==> config.mk <==
export PLATFORM = sky130hd
export DESIGN_NAME = sm83_alu_flags
export DESIGN_NICKNAME = d
export VERILOG_FILES = /design/src/rtl/sm83_alu_pkg.sv /design/src/rtl/sm83_alu_core.sv /design/src/rtl/sm83_alu_flags.sv
export SDC_FILE = /design/constraint.sdc
export NUM_CORES = 1
export LEC_CHECK = 0
export BUFFER_PORTS_ARGS = -buffer_cell sky130_fd_sc_hd__buf_4
export CAP_MARGIN = 10
export CORE_UTILIZATION = 62
export CTS_CLUSTER_SIZE = 20
export DETAILED_ROUTE_END_ITERATION = 10
export PLACE_DENSITY = 0.86
export REMOVE_ABC_BUFFERS = 1
export SLEW_MARGIN = 40
export SYNTH_ARGS = -nofsm -noshare
export SYNTH_HDL_FRONTEND = slang
export SYNTH_HIERARCHICAL = 1
export SYNTH_SLANG_ARGS = --single-unit
==> constraint.sdc <==
create_clock -name i_clk -period 8.2 [get_ports i_clk]
set_input_delay 0.41 -clock i_clk [delete_from_list [all_inputs] [get_ports i_clk]]
set_output_delay 0.41 -clock i_clk [all_outputs]
set_load 0.01 [all_outputs]
==> src/rtl/sm83_alu_pkg.sv <==
// Package for the SM83 ALU with flags: operation codes and the item structs
// passed between the top level and the ALU core. No dependencies.
`timescale 1ns / 1ps

package sm83_alu_pkg;

    localparam int OP_W = 4;

    localparam logic [OP_W-1:0] OP_INC    = 4'd0;
    localparam logic [OP_W-1:0] OP_DEC    = 4'd1;
    localparam logic [OP_W-1:0] OP_AND    = 4'd2;
    localparam logic [OP_W-1:0] OP_OR     = 4'd3;
    localparam logic [OP_W-1:0] OP_CP     = 4'd4;
    localparam logic [OP_W-1:0] OP_ADD_SP = 4'd5;
    localparam logic [OP_W-1:0] OP_INC16  = 4'd6;
    localparam logic [OP_W-1:0] OP_DEC16  = 4'd7;
    localparam logic [OP_W-1:0] OP_PACK   = 4'd8;
    localparam logic [OP_W-1:0] OP_UNPACK = 4'd9;

    localparam logic [3:0] NIB_MASK  = 4'hF;

    // Flag positions in the packed flag byte
    localparam int FLAG_Z_BIT = 7;
    localparam int FLAG_N_BIT = 6;
    localparam int FLAG_H_BIT = 5;
    localparam int FLAG_C_BIT = 4;

    typedef struct packed {
        logic [OP_W-1:0] op;
        logic [7:0]      acc_value;
        logic [7:0]      operand;
        logic [15:0]     wide_value;
        logic            zero_in;
        logic            sub_in;
        logic            half_in;
        logic            carry_in;
    } t_alu_in;

    typedef struct packed {
        logic [7:0]  byte_result;
        logic [15:0] word_result;
        logic        zero_out;
        logic        sub_out;
        logic        half_out;
        logic        carry_out;
    } t_alu_out;

endpackage

==> src/rtl/sm83_alu_core.sv <==
// Combinational ALU core: computes the result byte or word and the new
// Z/N/H/C flags for one item. Depends on sm83_alu_pkg.
`timescale 1ns / 1ps

module sm83_alu_core (
    input  sm83_alu_pkg::t_alu_in  i_item,
    output sm83_alu_pkg::t_alu_out o_res
);
    import sm83_alu_pkg::*;

    logic [8:0]  cp_diff;
    logic [4:0]  cp_nib_diff;
    logic [4:0]  sp_nib_sum;
    logic [8:0]  sp_byte_sum;
    logic [15:0] sp_offset;

    assign cp_diff     = {1'b0, i_item.acc_value} - {1'b0, i_item.operand};
    assign cp_nib_diff = {1'b0, i_item.acc_value[3:0]} - {1'b0, i_item.operand[3:0]};
    assign sp_nib_sum  = {1'b0, i_item.wide_value[3:0]} + {1'b0, i_item.operand[3:0]};
    assign sp_byte_sum = {1'b0, i_item.wide_value[7:0]} + {1'b0, i_item.operand};
    assign sp_offset   = {{8{i_item.operand[7]}}, i_item.operand};

    always_comb begin
        o_res.byte_result = 8'h00;
        o_res.word_result = 16'h0000;
        o_res.zero_out    = i_item.zero_in;
        o_res.sub_out     = i_item.sub_in;
        o_res.half_out    = i_item.half_in;
        o_res.carry_out   = i_item.carry_in;

        case (i_item.op)
            OP_INC: begin
                o_res.byte_result = i_item.operand + 8'd1;
                o_res.zero_out    = (o_res.byte_result == 8'h00);
                o_res.sub_out     = 1'b0;
                o_res.half_out    = (i_item.operand[3:0] == NIB_MASK);
            end
            OP_DEC: begin
                o_res.byte_result = i_item.operand - 8'd1;
                o_res.zero_out    = (o_res.byte_result == 8'h00);
                o_res.sub_out     = 1'b1;
                // half borrow out of the low nibble
                o_res.half_out    = (i_item.operand[3:0] == 4'h0);
            end
            OP_AND: begin
                o_res.byte_result = i_item.acc_value & i_item.operand;
                o_res.zero_out    = (o_res.byte_result == 8'h00);
                o_res.sub_out     = 1'b0;
                o_res.half_out    = 1'b1;
                o_res.carry_out   = 1'b0;
            end
            OP_OR: begin
                o_res.byte_result = i_item.acc_value | i_item.operand;
                o_res.zero_out    = (o_res.byte_result == 8'h00);
                o_res.sub_out     = 1'b0;
                o_res.half_out    = 1'b0;
                o_res.carry_out   = 1'b0;
            end
            OP_CP: begin
                o_res.byte_result = cp_diff[7:0];
                o_res.zero_out    = (cp_diff[7:0] == 8'h00);
                o_res.sub_out     = 1'b1;
                o_res.half_out    = cp_nib_diff[4];
                o_res.carry_out   = cp_diff[8];
            end
            OP_ADD_SP: begin
                o_res.word_result = i_item.wide_value + sp_offset;
                o_res.zero_out    = 1'b0;
                o_res.sub_out     = 1'b0;
                // H and C come from the unsigned low-byte sum
                o_res.half_out    = sp_nib_sum[4];
                o_res.carry_out   = sp_byte_sum[8];
            end
            OP_INC16: begin
                o_res.word_result = i_item.wide_value + 16'd1;
            end
            OP_DEC16: begin
                o_res.word_result = i_item.wide_value - 16'd1;
            end
            OP_PACK: begin
                o_res.byte_result[FLAG_Z_BIT] = i_item.zero_in;
                o_res.byte_result[FLAG_N_BIT] = i_item.sub_in;
                o_res.byte_result[FLAG_H_BIT] = i_item.half_in;
                o_res.byte_result[FLAG_C_BIT] = i_item.carry_in;
            end
            OP_UNPACK: begin
                o_res.zero_out  = i_item.operand[FLAG_Z_BIT];
                o_res.sub_out   = i_item.operand[FLAG_N_BIT];
                o_res.half_out  = i_item.operand[FLAG_H_BIT];
                o_res.carry_out = i_item.operand[FLAG_C_BIT];
            end
            default: begin
                // unused codes: zero results, flags pass through
            end
        endcase
    end

endmodule

==> src/rtl/sm83_alu_flags.sv <==
// Top level of the SM83 ALU with flags: input register, ALU core and result
// register with valid/stall handshakes. Depends on sm83_alu_pkg, sm83_alu_core.
`timescale 1ns / 1ps

// Two-stage pipeline: an item is captured in the input register, passes the
// combinational ALU core and lands in the result register, from which its
// result is offered. One item is taken every cycle as
// long as the result side keeps up; a stall on the result side holds both
// stages and is passed straight back to the input as o_stall. Every item
// yields exactly one result item, in order.
module sm83_alu_flags (
    input  logic        i_clk,
    input  logic        i_rst_n,

    input  logic        i_valid,
    output logic        o_stall,
    input  logic [3:0]  i_op,
    input  logic [7:0]  i_acc_value,
    input  logic [7:0]  i_operand,
    input  logic [15:0] i_wide_value,
    input  logic        i_zero_in,
    input  logic        i_sub_in,
    input  logic        i_half_in,
    input  logic        i_carry_in,

    output logic        o_valid,
    input  logic        i_stall,
    output logic [7:0]  o_byte_result,
    output logic [15:0] o_word_result,
    output logic        o_zero_out,
    output logic        o_sub_out,
    output logic        o_half_out,
    output logic        o_carry_out
);
    import sm83_alu_pkg::*;

    logic     advance;
    logic     r_s1_valid;
    t_alu_in  r_s1;
    t_alu_in  n_s1;
    logic     r_out_valid;
    t_alu_out r_out;
    t_alu_out n_out;

    // hold both stages while a finished result is refused
    assign advance = !(r_out_valid && i_stall);
    assign o_stall = !advance;

    assign n_s1.op         = i_op;
    assign n_s1.acc_value  = i_acc_value;
    assign n_s1.operand    = i_operand;
    assign n_s1.wide_value = i_wide_value;
    assign n_s1.zero_in    = i_zero_in;
    assign n_s1.sub_in     = i_sub_in;
    assign n_s1.half_in    = i_half_in;
    assign n_s1.carry_in   = i_carry_in;

    sm83_alu_core u_core (
        .i_item (r_s1),
        .o_res  (n_out)
    );

    always_ff @(posedge i_clk) begin
        if (!i_rst_n) begin
            r_s1_valid  <= 1'b0;
            r_out_valid <= 1'b0;
        end else if (advance) begin
            r_s1_valid  <= i_valid;
            r_out_valid <= r_s1_valid;
        end
    end

    always_ff @(posedge i_clk) begin
        if (advance) begin
            r_s1  <= n_s1;
            r_out <= n_out;
        end
    end

    assign o_valid       = r_out_valid;
    assign o_byte_result = r_out.byte_result;
    assign o_word_result = r_out.word_result;
    assign o_zero_out    = r_out.zero_out;
    assign o_sub_out     = r_out.sub_out;
    assign o_half_out    = r_out.half_out;
    assign o_carry_out   = r_out.carry_out;

    // a refused result must push back on the input side
    a_stall_back: assert property (@(posedge i_clk) disable iff (!i_rst_n)
        (r_out_valid && i_stall) |-> o_stall)
        else $error("result refused but input not stalled");

    // an accepted item sits in the input register on the next cycle
    a_capture: assert property (@(posedge i_clk) disable iff (!i_rst_n)
        (i_valid && !o_stall) |=> r_s1_valid)
        else $error("accepted item lost in input stage");

    // when the pipe moves, the result stage takes the input stage's item
    a_advance: assert property (@(posedge i_clk) disable iff (!i_rst_n)
        !o_stall |=> (o_valid == $past(r_s1_valid)))
        else $error("item dropped or invented between stages");

endmodule
==> impl_metrics.env, run 1 <==
export IMPL_rr_startpoint="r_s1[38]"
export IMPL_max_slew_margin_pct=43.4
export IMPL_finalClockSkew_ns=0.0101
export IMPL_synth_seq_cells=70
export IMPL_clock_fmax_mhz=267
export IMPL_syn_inst=441
export IMPL_cp_start_kind="register"
export IMPL_p_leak_nw=2.32
export IMPL_hold_class="primary input to register"
export IMPL_grt_setup_unrepaired="no"
export IMPL_drc=0
export IMPL_synth_top_area_cell="edfxtp_1"
export IMPL_final_nets=612
export IMPL_yosysMostFrequentCell="edfxtp_1"
export IMPL_via_per_inst=6.26
export IMPL_fin_ws_ns=4.45
export IMPL_min_period_ns=3.75
export IMPL_power_density_nw_per_um2=190
export IMPL_dpl_worst_slack_ns=4.59
export IMPL_grt_max_degree=70
export IMPL_wl_mm=12.3
export IMPL_setup_viol=0
export IMPL_post_cts_buffers=0
export IMPL_die_h_um=88.2
export IMPL_nFillCells=505
export IMPL_drt_initial_drc_count=493
export IMPL_rrSetupSlack_ns=4.45
export IMPL_grt_overflow_total=0
export IMPL_ant_nets=0
export IMPL_antenna_found_initial=0
export IMPL_synth_enable_flop_cells=68
export IMPL_cts_hold_buffers=0
export IMPL_n_antenna_cell=0
export IMPL_portBuffers=73
export IMPL_slew_violations=0
export IMPL_num_vias=3870
export IMPL_cts_max_path_buffers=2
export IMPL_hold_viol=0
export IMPL_wire_per_inst_um=20.0
export IMPL_yosysWarnings=6
export IMPL_die_w_um=88.2
export IMPL_status="completed"
export IMPL_worst_slew_pin_slew_ns=0.847
export IMPL_arrival_ns=3.83
export IMPL_multiInputGateArea_um2=2370
export IMPL_grt_usage_pct=32.1
export IMPL_drv_cap=0
export IMPL_drtPass1Iterations=8
export IMPL_fin_tns_setup_ns=0
export IMPL_grt_pass1_wl_mm=18.3
export IMPL_core_um2=7210
export IMPL_worstSetupPathType="register to register"
export IMPL_yosysSeqAreaShare_pct=45.1
export IMPL_peakVddDrop_mv=0.133
export IMPL_place_congestion=0.939
export IMPL_grt_pass1_vias=3570
export IMPL_synth_top_area_share_pct=44.3
export IMPL_place_hpwl_mm=9.11
export IMPL_clock_latency_ns=0.35
export IMPL_hold_end="r_s1[15]"
export IMPL_period_share_pct=45.7
export IMPL_worstPathMaxFanout=16
export IMPL_initial_core_util_pct=63.9
export IMPL_hold_depth=1
export IMPL_seq_area_um2=2080
export IMPL_synth_async_reset_ratio_pct=0
export IMPL_syn_area_per_cell_um2=10.5
export IMPL_cts_htree_levels=3
export IMPL_synth_distinct_cells=64
export IMPL_reg2reg_depth=12
export IMPL_cts_tree="built"
export IMPL_reg2reg_to="o_word_result[14]"
export IMPL_areaGrowthSynthToFinish_pct=18.5
export IMPL_synth_ff_type="edfxtp_1"
export IMPL_clock_sinks=70
export IMPL_synthTopCellsByCount="edfxtp_1, ha_1, a21oi_1"
export IMPL_clk_pin_slew_ns=0.08
export IMPL_cts_buffers=9
export IMPL_min_from="i_wide_value[11]"
export IMPL_ios=74
export IMPL_critPathRequiredTime_ns=8.28
export IMPL_final_layout_size_suffix_gt1_share_pct=19.5
export IMPL_rows=31
export IMPL_post_cts_resized=0
export IMPL_yosys_top_cells_area="edfxtp_1, ha_1, a21oi_1"
export IMPL_whs_ns=0.229
export IMPL_cts_root_buf="clkbuf_8"
export IMPL_dieArea_um2=7790
export IMPL_endpoint_kind="register"
export IMPL_syn_area_um2=4610
[sequential cells by signal, indices dropped and copies added (netlist names)]
| register | count |
|---|---|
| o_half_out | 1 |
| o_byte_result | 8 |
| o_valid | 1 |
| r_s1_valid | 1 |
| r_s1 | 40 |
| o_sub_out | 1 |
| o_zero_out | 1 |
| o_carry_out | 1 |
| o_word_result | 16 |
[layout by cell type (no fill, tap or decap), types with 3 or more instances in the layout]
cell type and count:
a21oi_1 41, a211oi_1 5, clkbuf_8 10, nand2_1 24
nand4_1 6, nor2b_1 5, a221oi_1 3, o22ai_1 7
inv_1 27, buf_4 73, or3_1 4, o221ai_1 4
a21o_1 3, edfxtp_1 68, ha_1 52, nand2b_1 3
xnor2_1 23, o211ai_1 3, o21a_1 3, o21ai_0 22
nor2_1 32, nand3_1 11, a31oi_1 4, o21bai_1 3
nor3_1 15, and2_1 5, xor2_1 5, and3_1 5
[worst max-delay path by stage]
stage	depth (start not counted)	start	slack, ns	to
2_1_floorplan	11	r_s1[22]	4.96	o_word_result[14]
3_3_place_gp	13	r_s1[21]	4.63	o_word_result[9]
3_5_place_dp	13	r_s1[21]	4.59	o_word_result[9]
4_1_cts	13	r_s1[21]	4.56	o_word_result[9]
5_1_grt	12	r_s1[38]	4.28	o_word_result[14]
6_report	12	r_s1[38]	4.45	o_word_result[14]
[metal layers]
layer	part of all wire, %	track usage [%]	up-vias
li1	-	-	1795
met2	46	52.8	254
met3	9.5	6.34	29
met1	42	43.2	1792
met4	1.8	9.82	0
met5	0	0	-
[power breakdown]
group | switching [mW] | internal (mW)
clock network | 0.134 | 0.178
logic | 0.147 | 0.119
registers | 0.0296 | 0.430
[stage by stage]
stage	std cells	cell area [µm²]	utilization [%]	power (mW)
floorplan	429	4560	-	0.625
global placement	602	5240	72.6	0.716
detailed placement	602	5240	72.6	0.724
CTS	618	5460	75.7	1.03
global route	618	5470	75.8	1.08
finish	618	5470	75.8	1.04
[kinds of logic (layout without fill, tap and decap cells)]
| kind of cell | after synthesis | after routing | synth area share (%) |
|---|---|---|---|
| AOI/OAI and AO/OA | 120 | 120 | 16.4 |
| xor gates and xnor gates | 28 | 28 | 5.32 |
| adders and majority gates | 54 | 54 | 15.0 |
| buffers and inverters | 41 | 119 | 3.58 |
| DFF | 70 | 70 | 45.1 |
| muxes | 3 | 3 | 0.678 |
| and+or+nand+nor | 125 | 125 | 13.9 |
[final cells by class]
cell class              instances  share of cell area (%)
well taps                      99                    2.27
repair buffers                 74                    10.2
clock buffers                  10                    2.52
flip-flops and latches         70                    38.1
multi-input cells             330                    43.3
clock inverters                 6                    1.56
inverters                      29                    1.99
[worst max-delay path, stage by stage (launching register included)]
cell and delay, ns:
edfxtp_1 0.74, nor2b_4 0.33, nand2_2 0.16, nor2_2 0.46, a21oi_1 0.12, ha_1 0.37
nor2b_1 0.26, o31a_1 0.18, o21ai_1 0.08, a21oi_1 0.30, o2111ai_1 0.22, a21oi_1 0.19
nor3b_1 0.06
Power figures use the tool's default switching activity.
==> run 2: changes to the inputs <==
--- a/config.mk
+++ b/config.mk
@@ -7,10 +7,10 @@
 export LEC_CHECK = 0
 export BUFFER_PORTS_ARGS = -buffer_cell sky130_fd_sc_hd__buf_4
 export CAP_MARGIN = 10
-export CORE_UTILIZATION = 62
+export CORE_UTILIZATION = 52
 export CTS_CLUSTER_SIZE = 20
 export DETAILED_ROUTE_END_ITERATION = 10
-export PLACE_DENSITY = 0.86
+export PLACE_DENSITY = 0.77
 export REMOVE_ABC_BUFFERS = 1
 export SLEW_MARGIN = 40
 export SYNTH_ARGS = -nofsm -noshare
==> constraint.sdc (replaced) <==
create_clock -name i_clk -period 3.2 [get_ports i_clk]
set_input_delay 0.16 -clock i_clk [delete_from_list [all_inputs] [get_ports i_clk]]
set_output_delay 0.16 -clock i_clk [all_outputs]
set_load 0.01 [all_outputs]
==> impl_metrics.env, run 2 (synthesis gave the netlist of run 1 again) <==
export IMPL_cts_tree="built"
export IMPL_peakVddDrop_mv=0.346
export IMPL_areaGrowthSynthToFinish_pct=33.5
export IMPL_grt_usage_pct=29.2
export IMPL_worst_slew_pin_slew_ns=0.767
export IMPL_drt_initial_drc_count=323
export IMPL_clkPwrFrac_pct=27.8
export IMPL_hold_class="primary input to register"
export IMPL_worstSetupPathType="register to register"
export IMPL_rrSetupSlack_ns=0.16
export IMPL_finalClockSkew_ns=0.0135
export IMPL_dieArea_um2=9250
export IMPL_period_share_pct=95.0
export IMPL_rows=33
export IMPL_slew_violations=0
export IMPL_grt_pass1_wl_mm=19.9
export IMPL_arrival_ns=3.16
export IMPL_p_int_mw=1.85
export IMPL_clock_sinks=70
export IMPL_cp_start_kind="register"
export IMPL_grt_max_degree=40
export IMPL_die_w_um=96.2
export IMPL_clock_latency_ns=0.36
export IMPL_drv_cap=0
export IMPL_cts_max_path_buffers=2
export IMPL_hold_viol=0
export IMPL_worstPathMaxFanout=4
export IMPL_whs_ns=0.0219
export IMPL_final_common_cell="buf_4"
export IMPL_final_layout_size_suffix_gt1_share_pct=24.0
export IMPL_cts_htree_levels=3
export IMPL_critical_path_slowest_cell="edfxtp_1"
export IMPL_wire_per_inst_um=18.2
export IMPL_path_buf_inv=2
export IMPL_cpPeakStageDelay_ns=0.42
export IMPL_cp_cell_sequence="inv_1 -> ha_1 -> buf_4 -> xnor2_1 -> a21oi_1 -> ha_1 -> nor2b_1 -> o31a_1 -> o21ai_1 -> nand2_1 -> a21boi_0 -> xor2_1 -> nor2_1"
export IMPL_initial_core_util_pct=55.0
export IMPL_antenna_found_initial=0
export IMPL_cpLargestDelayFamily="compound AO/OA/AOI/OAI gates"
export IMPL_clk_pin_slew_ns=0.09
export IMPL_num_vias=4058
export IMPL_drt_met1_wl_mm=5.68
export IMPL_final_nets=688
export IMPL_portBuffers=73
export IMPL_wl_met2_mm=5.77
export IMPL_pwr_share_comb_pct=29.7
export IMPL_min_period_ns=3.04
export IMPL_swShare_pct=31.3
export IMPL_drtPass1Iterations=5
export IMPL_p_leak_nw=2.67
export IMPL_place_hpwl_mm=9.42
export IMPL_via_per_inst=5.80
export IMPL_endpoint_kind="register"
export IMPL_status="completed"
export IMPL_cts_root_buf="clkbuf_8"
export IMPL_p_seq_share_pct=42.5
export IMPL_max_slew_margin_pct=48.7
export IMPL_ant_nets=0
export IMPL_n_antenna_cell=0
export IMPL_grt_pass1_vias=3958
export IMPL_grt_overflow_total=0
export IMPL_critPathRequiredTime_ns=3.32
export IMPL_die_h_um=96.2
export IMPL_setup_viol=0
export IMPL_layout_common_cells="buf_4, edfxtp_1, ha_1, dlygate4sd3_1, a21oi_1"
export IMPL_top_layer="met4"
export IMPL_crit_top_cell="ha_1"
export IMPL_drc=0
export IMPL_p_switching_uw=843
export IMPL_ios=74
export IMPL_routed_wl_met3_um=965
export IMPL_cts_buffers=9
export IMPL_core_um2=8380
export IMPL_wl_mm=12.7
export IMPL_dpl_worst_slack_ns=0.107
export IMPL_fin_ws_ns=0.160
export IMPL_top_register="r_s1"
export IMPL_power_density_nw_per_um2=437
export IMPL_clock_fmax_mhz=329
export IMPL_largest_reg_flops=40
export IMPL_place_congestion=0.955
==> run 2: area by class of cell <==
| class | count | area, µm² |
|---|---|---|
| Multi-Input combinational cell | 330 | 2390 |
| Fill cell | 591 | 2230 |
| Sequential cell | 70 | 2080 |
| Timing Repair Buffer | 150 | 1240 |
| Tap cell | 105 | 131 |
| Clock buffer | 9 | 124 |
| Inverter | 29 | 109 |
| Clock inverter | 7 | 77.6 |
==> run 2: final timing paths <==
check                           startpoint               end  cells after the start
worst max-delay path              r_s1[21]  o_word_result[8]                     13
worst min-delay path               i_rst_n           o_valid                      2
worst max register to register    r_s1[21]  o_word_result[8]                     13
worst min register to register  r_s1_valid           o_valid                      1
==> run 2: power groups by stage <==
stage                     sequential [mW]  combinational (mW)  clock, mW
after floorplan                      1.20               0.403          0
after global placement               1.16               0.715          0
after detailed placement             1.16               0.736          0
after CTS                            1.14               0.778      0.751
after global routing                 1.16               0.872      0.800
final                                1.14               0.798      0.750
==> run 2: what timing repair did <==
item / in CTS / in global routing
setup endpoints to repair: 0 / 5
setup buffers: 0 / 1
gates resized for setup: 0 / 8
hold endpoints to repair: 39 / 1
hold buffers: 39 / 1
==> run 2: worst register-to-register path: stages (launching register included) <==
cell and delay (ns):
edfxtp_1 0.42, inv_1 0.08, ha_1 0.21, buf_4 0.15, xnor2_1 0.23, a21oi_1 0.12
ha_1 0.34, nor2b_1 0.19, o31a_1 0.27, o21ai_1 0.22, nand2_1 0.12, a21boi_0 0.22
xor2_1 0.18, nor2_1 0.06
==> run 2: layer usage <==
metal / track usage [%] / vias up
met1: 40.1 / 1884
met5: 0 / -
met4: 10.4 / 0
met3: 6.32 / 29
li1: - / 1943
met2: 45.4 / 202
==> run 2: stage by stage <==
step	std cells	cell area, µm²	util (%)	setup TNS, ns	total power, mW
3_3_place_gp	643	5520	65.8	0	1.88
5_1_grt	700	6160	73.4	-0.00419	2.83
4_1_cts	698	6110	72.9	0	2.67
3_5_place_dp	643	5520	65.8	0	1.90
6_report	700	6160	73.4	0	2.69
2_1_floorplan	429	4560	-	-0.0428	1.60
==> run 3: changes to the inputs <==
--- a/config.mk
+++ b/config.mk
@@ -7,10 +7,10 @@
 export LEC_CHECK = 0
 export BUFFER_PORTS_ARGS = -buffer_cell sky130_fd_sc_hd__buf_4
 export CAP_MARGIN = 10
-export CORE_UTILIZATION = 52
+export CORE_UTILIZATION = 57
 export CTS_CLUSTER_SIZE = 20
 export DETAILED_ROUTE_END_ITERATION = 10
-export PLACE_DENSITY = 0.77
+export PLACE_DENSITY = 0.8
 export REMOVE_ABC_BUFFERS = 1
 export SLEW_MARGIN = 40
 export SYNTH_ARGS = -nofsm -noshare
==> constraint.sdc (replaced) <==
create_clock -name i_clk -period 2.8 [get_ports i_clk]
set_input_delay 0.14 -clock i_clk [delete_from_list [all_inputs] [get_ports i_clk]]
set_output_delay 0.14 -clock i_clk [all_outputs]
set_load 0.01 [all_outputs]
==> impl_metrics.env, run 3 (synthesis gave the netlist of run 1 again) <==
export IMPL_areaGrowthSynthToFinish_pct=56.8
export IMPL_antenna_found_initial=1
export IMPL_peakVddDrop_mv=0.369
export IMPL_seq_area_um2=2080
export IMPL_wire_per_inst_um=27.8
export IMPL_die_w_um=92.0
export IMPL_grt_setup_unrepaired="yes"
export IMPL_wl_mm=21.3
export IMPL_arrival_ns=3.57
export IMPL_rr_startpoint="r_s1[21]"
export IMPL_pwr_share_comb_pct=39.9
export IMPL_drv_cap=0
export IMPL_dieArea_um2=8450
export IMPL_final_layout_size_suffix_gt1_share_pct=43.1
export IMPL_die_h_um=92.0
export IMPL_critPathRequiredTime_ns=3.01
export IMPL_post_route_util_pct=93.1
export IMPL_portBuffers=73
export IMPL_final_common_cell="buf_4"
export IMPL_clock_sinks=70
export IMPL_cp_cell_sequence="inv_2 -> ha_4 -> nand2_4 -> nor3_4 -> xnor2_2 -> a21oi_1 -> ha_1 -> a21o_1 -> o32a_1 -> buf_4 -> nand4_1 -> a21oi_2 -> or3_4 -> a21oi_4"
export IMPL_cts_root_buf="clkbuf_8"
export IMPL_grt_pass1_vias=4825
export IMPL_core_um2=7770
export IMPL_setup_viol=14
export IMPL_p_seq_share_pct=36.2
export IMPL_p_switching_mw=1.29
export IMPL_drc=0
export IMPL_worstSetupPathType="register to register"
export IMPL_layout_common_cells="buf_4, edfxtp_1, dlygate4sd3_1, ha_1, nor2_1"
export IMPL_initial_core_util_pct=59.4
export IMPL_clock_fmax_mhz=298
export IMPL_rows=32
export IMPL_nFillCells=253
export IMPL_cp_startpoint="r_s1[21]"
export IMPL_status="finished, violations left"
export IMPL_p_leak_nw=3.13
export IMPL_grt_usage_pct=42.0
export IMPL_endpoint_kind="register"
export IMPL_min_from="i_rst_n"
export IMPL_swShare_pct=35.2
export IMPL_cts_max_path_buffers=2
export IMPL_worstPathMaxFanout=3
export IMPL_grt_pass1_wl_mm=26.4
export IMPL_multiInputGateArea_um2=2880
export IMPL_clkPwrFrac_pct=23.9
export IMPL_largest_reg_flops=40
export IMPL_via_per_inst=7.08
export IMPL_num_vias=5423
export IMPL_grt_overflow_total=0
export IMPL_finalClockSkew_ns=0.0255
export IMPL_cts_buffers=9
export IMPL_cpPeakStageDelay_ns=0.47
export IMPL_cp_start_kind="register"
export IMPL_place_area_um2=5750
export IMPL_place_hpwl_mm=10.3
export IMPL_cts_tree="built"
export IMPL_place_congestion=0.949
export IMPL_cts_htree_levels=3
export IMPL_fin_ws_ns=-0.561
export IMPL_final_nets=757
export IMPL_ant_nets=0
export IMPL_period_share_pct=120
export IMPL_power_density_nw_per_um2=506
export IMPL_max_slew_margin_pct=49.6
export IMPL_hold_viol=0
export IMPL_top_register="r_s1"
export IMPL_drt_initial_drc_count=961
export IMPL_grt_max_degree=42
export IMPL_slew_violations=0
export IMPL_critical_path_slowest_cell="edfxtp_1"
export IMPL_hold_class="primary input to register"
export IMPL_post_route_cell_area_um2=7230
export IMPL_p_int_mw=2.37
export IMPL_clk_pin_slew_ns=0.09
export IMPL_n_antenna_cell=0
export IMPL_ios=74
export IMPL_worst_slew_pin_slew_ns=0.753
export IMPL_min_period_ns=3.36
export IMPL_clock_latency_ns=0.37
export IMPL_dpl_worst_slack_ns=-0.287
export IMPL_violations="setup timing"
export IMPL_drtPass1Iterations=11
## run 3: cell count changes in the layout (fill, tap and decap cells not counted), moves of 9 or more
cell,before,now
buf_4,109,165
ha_1,52,39
buf_6,0,10
a21oi_1,38,29
ha_4,0,9
xnor2_1,23,14
## run 3: stage by stage
step / hold slack [ns] / power [mW] / setup TNS, ns / std cells
after floorplan: 0.239 / 1.83 / -2.34 / 429
after global placement: 0.318 / 2.24 / -0.618 / 668
after detailed placement: 0.319 / 2.28 / -2.02 / 668
after CTS: 0.00478 / 3.27 / -0.512 / 747
after global routing: 0.0168 / 3.72 / -4.10 / 766
final: 0.0200 / 3.65 / -3.88 / 766
## run 3: layout make-up
type | instances | area share [%]
Multi-Input combinational cell | 330 | 39.8
Sequential cell | 70 | 28.8
Timing Repair Buffer | 219 | 25.3
Tap cell | 102 | 1.77
Clock buffer | 9 | 1.71
Inverter | 29 | 1.61
Clock inverter | 7 | 1.00
## run 3: path summary, 6_finish.rpt
kind	endpoint	slack, ns	depth (start not counted)
setup / recovery	o_word_result[15]	-0.56	14
hold / removal	o_valid	0.02	2
setup reg to reg	o_word_result[15]	-0.56	14
hold reg to reg	r_s1_valid	0.52	2
## run 3: critical path: cells and delay by family (launching register included)
family                     cells  cell delay [ns]
AOI/OAI and AO/OA              5             0.94
and+or+nand+nor                4             0.84
adders and majority gates      2             0.49
DFF                            1             0.47
buffers and inverters          2             0.29
xor gates and xnor gates       1             0.17
## run 3: power groups by stage
stage / clock [mW] / combinational (mW) / sequential, mW
2_1_floorplan: 0 / 0.461 / 1.37
3_3_place_gp: 0 / 0.913 / 1.32
3_5_place_dp: 0 / 0.948 / 1.33
4_1_cts: 0.843 / 1.12 / 1.31
5_1_grt: 0.898 / 1.49 / 1.33
6_report: 0.874 / 1.46 / 1.32
## run 3: repair_timing
action,in CTS,in global routing
gates resized for setup,47,76
hold buffers,40,0
hold endpoints to repair,40,0
endpoints found under the setup margin,12,16
pin swaps,31,43
cloned,0,0
setup buffers,24,24
## run 3: routing by layer
metal / track usage [%] / vias to the layer above / wire, µm
li1: - / 2083 / -
met1: 50.4 / 2428 / 6970
met2: 70.3 / 682 / 9420
met3: 9.04 / 230 / 2860
met4: 23.3 / 0 / 2050
met5: 0 / - / 0
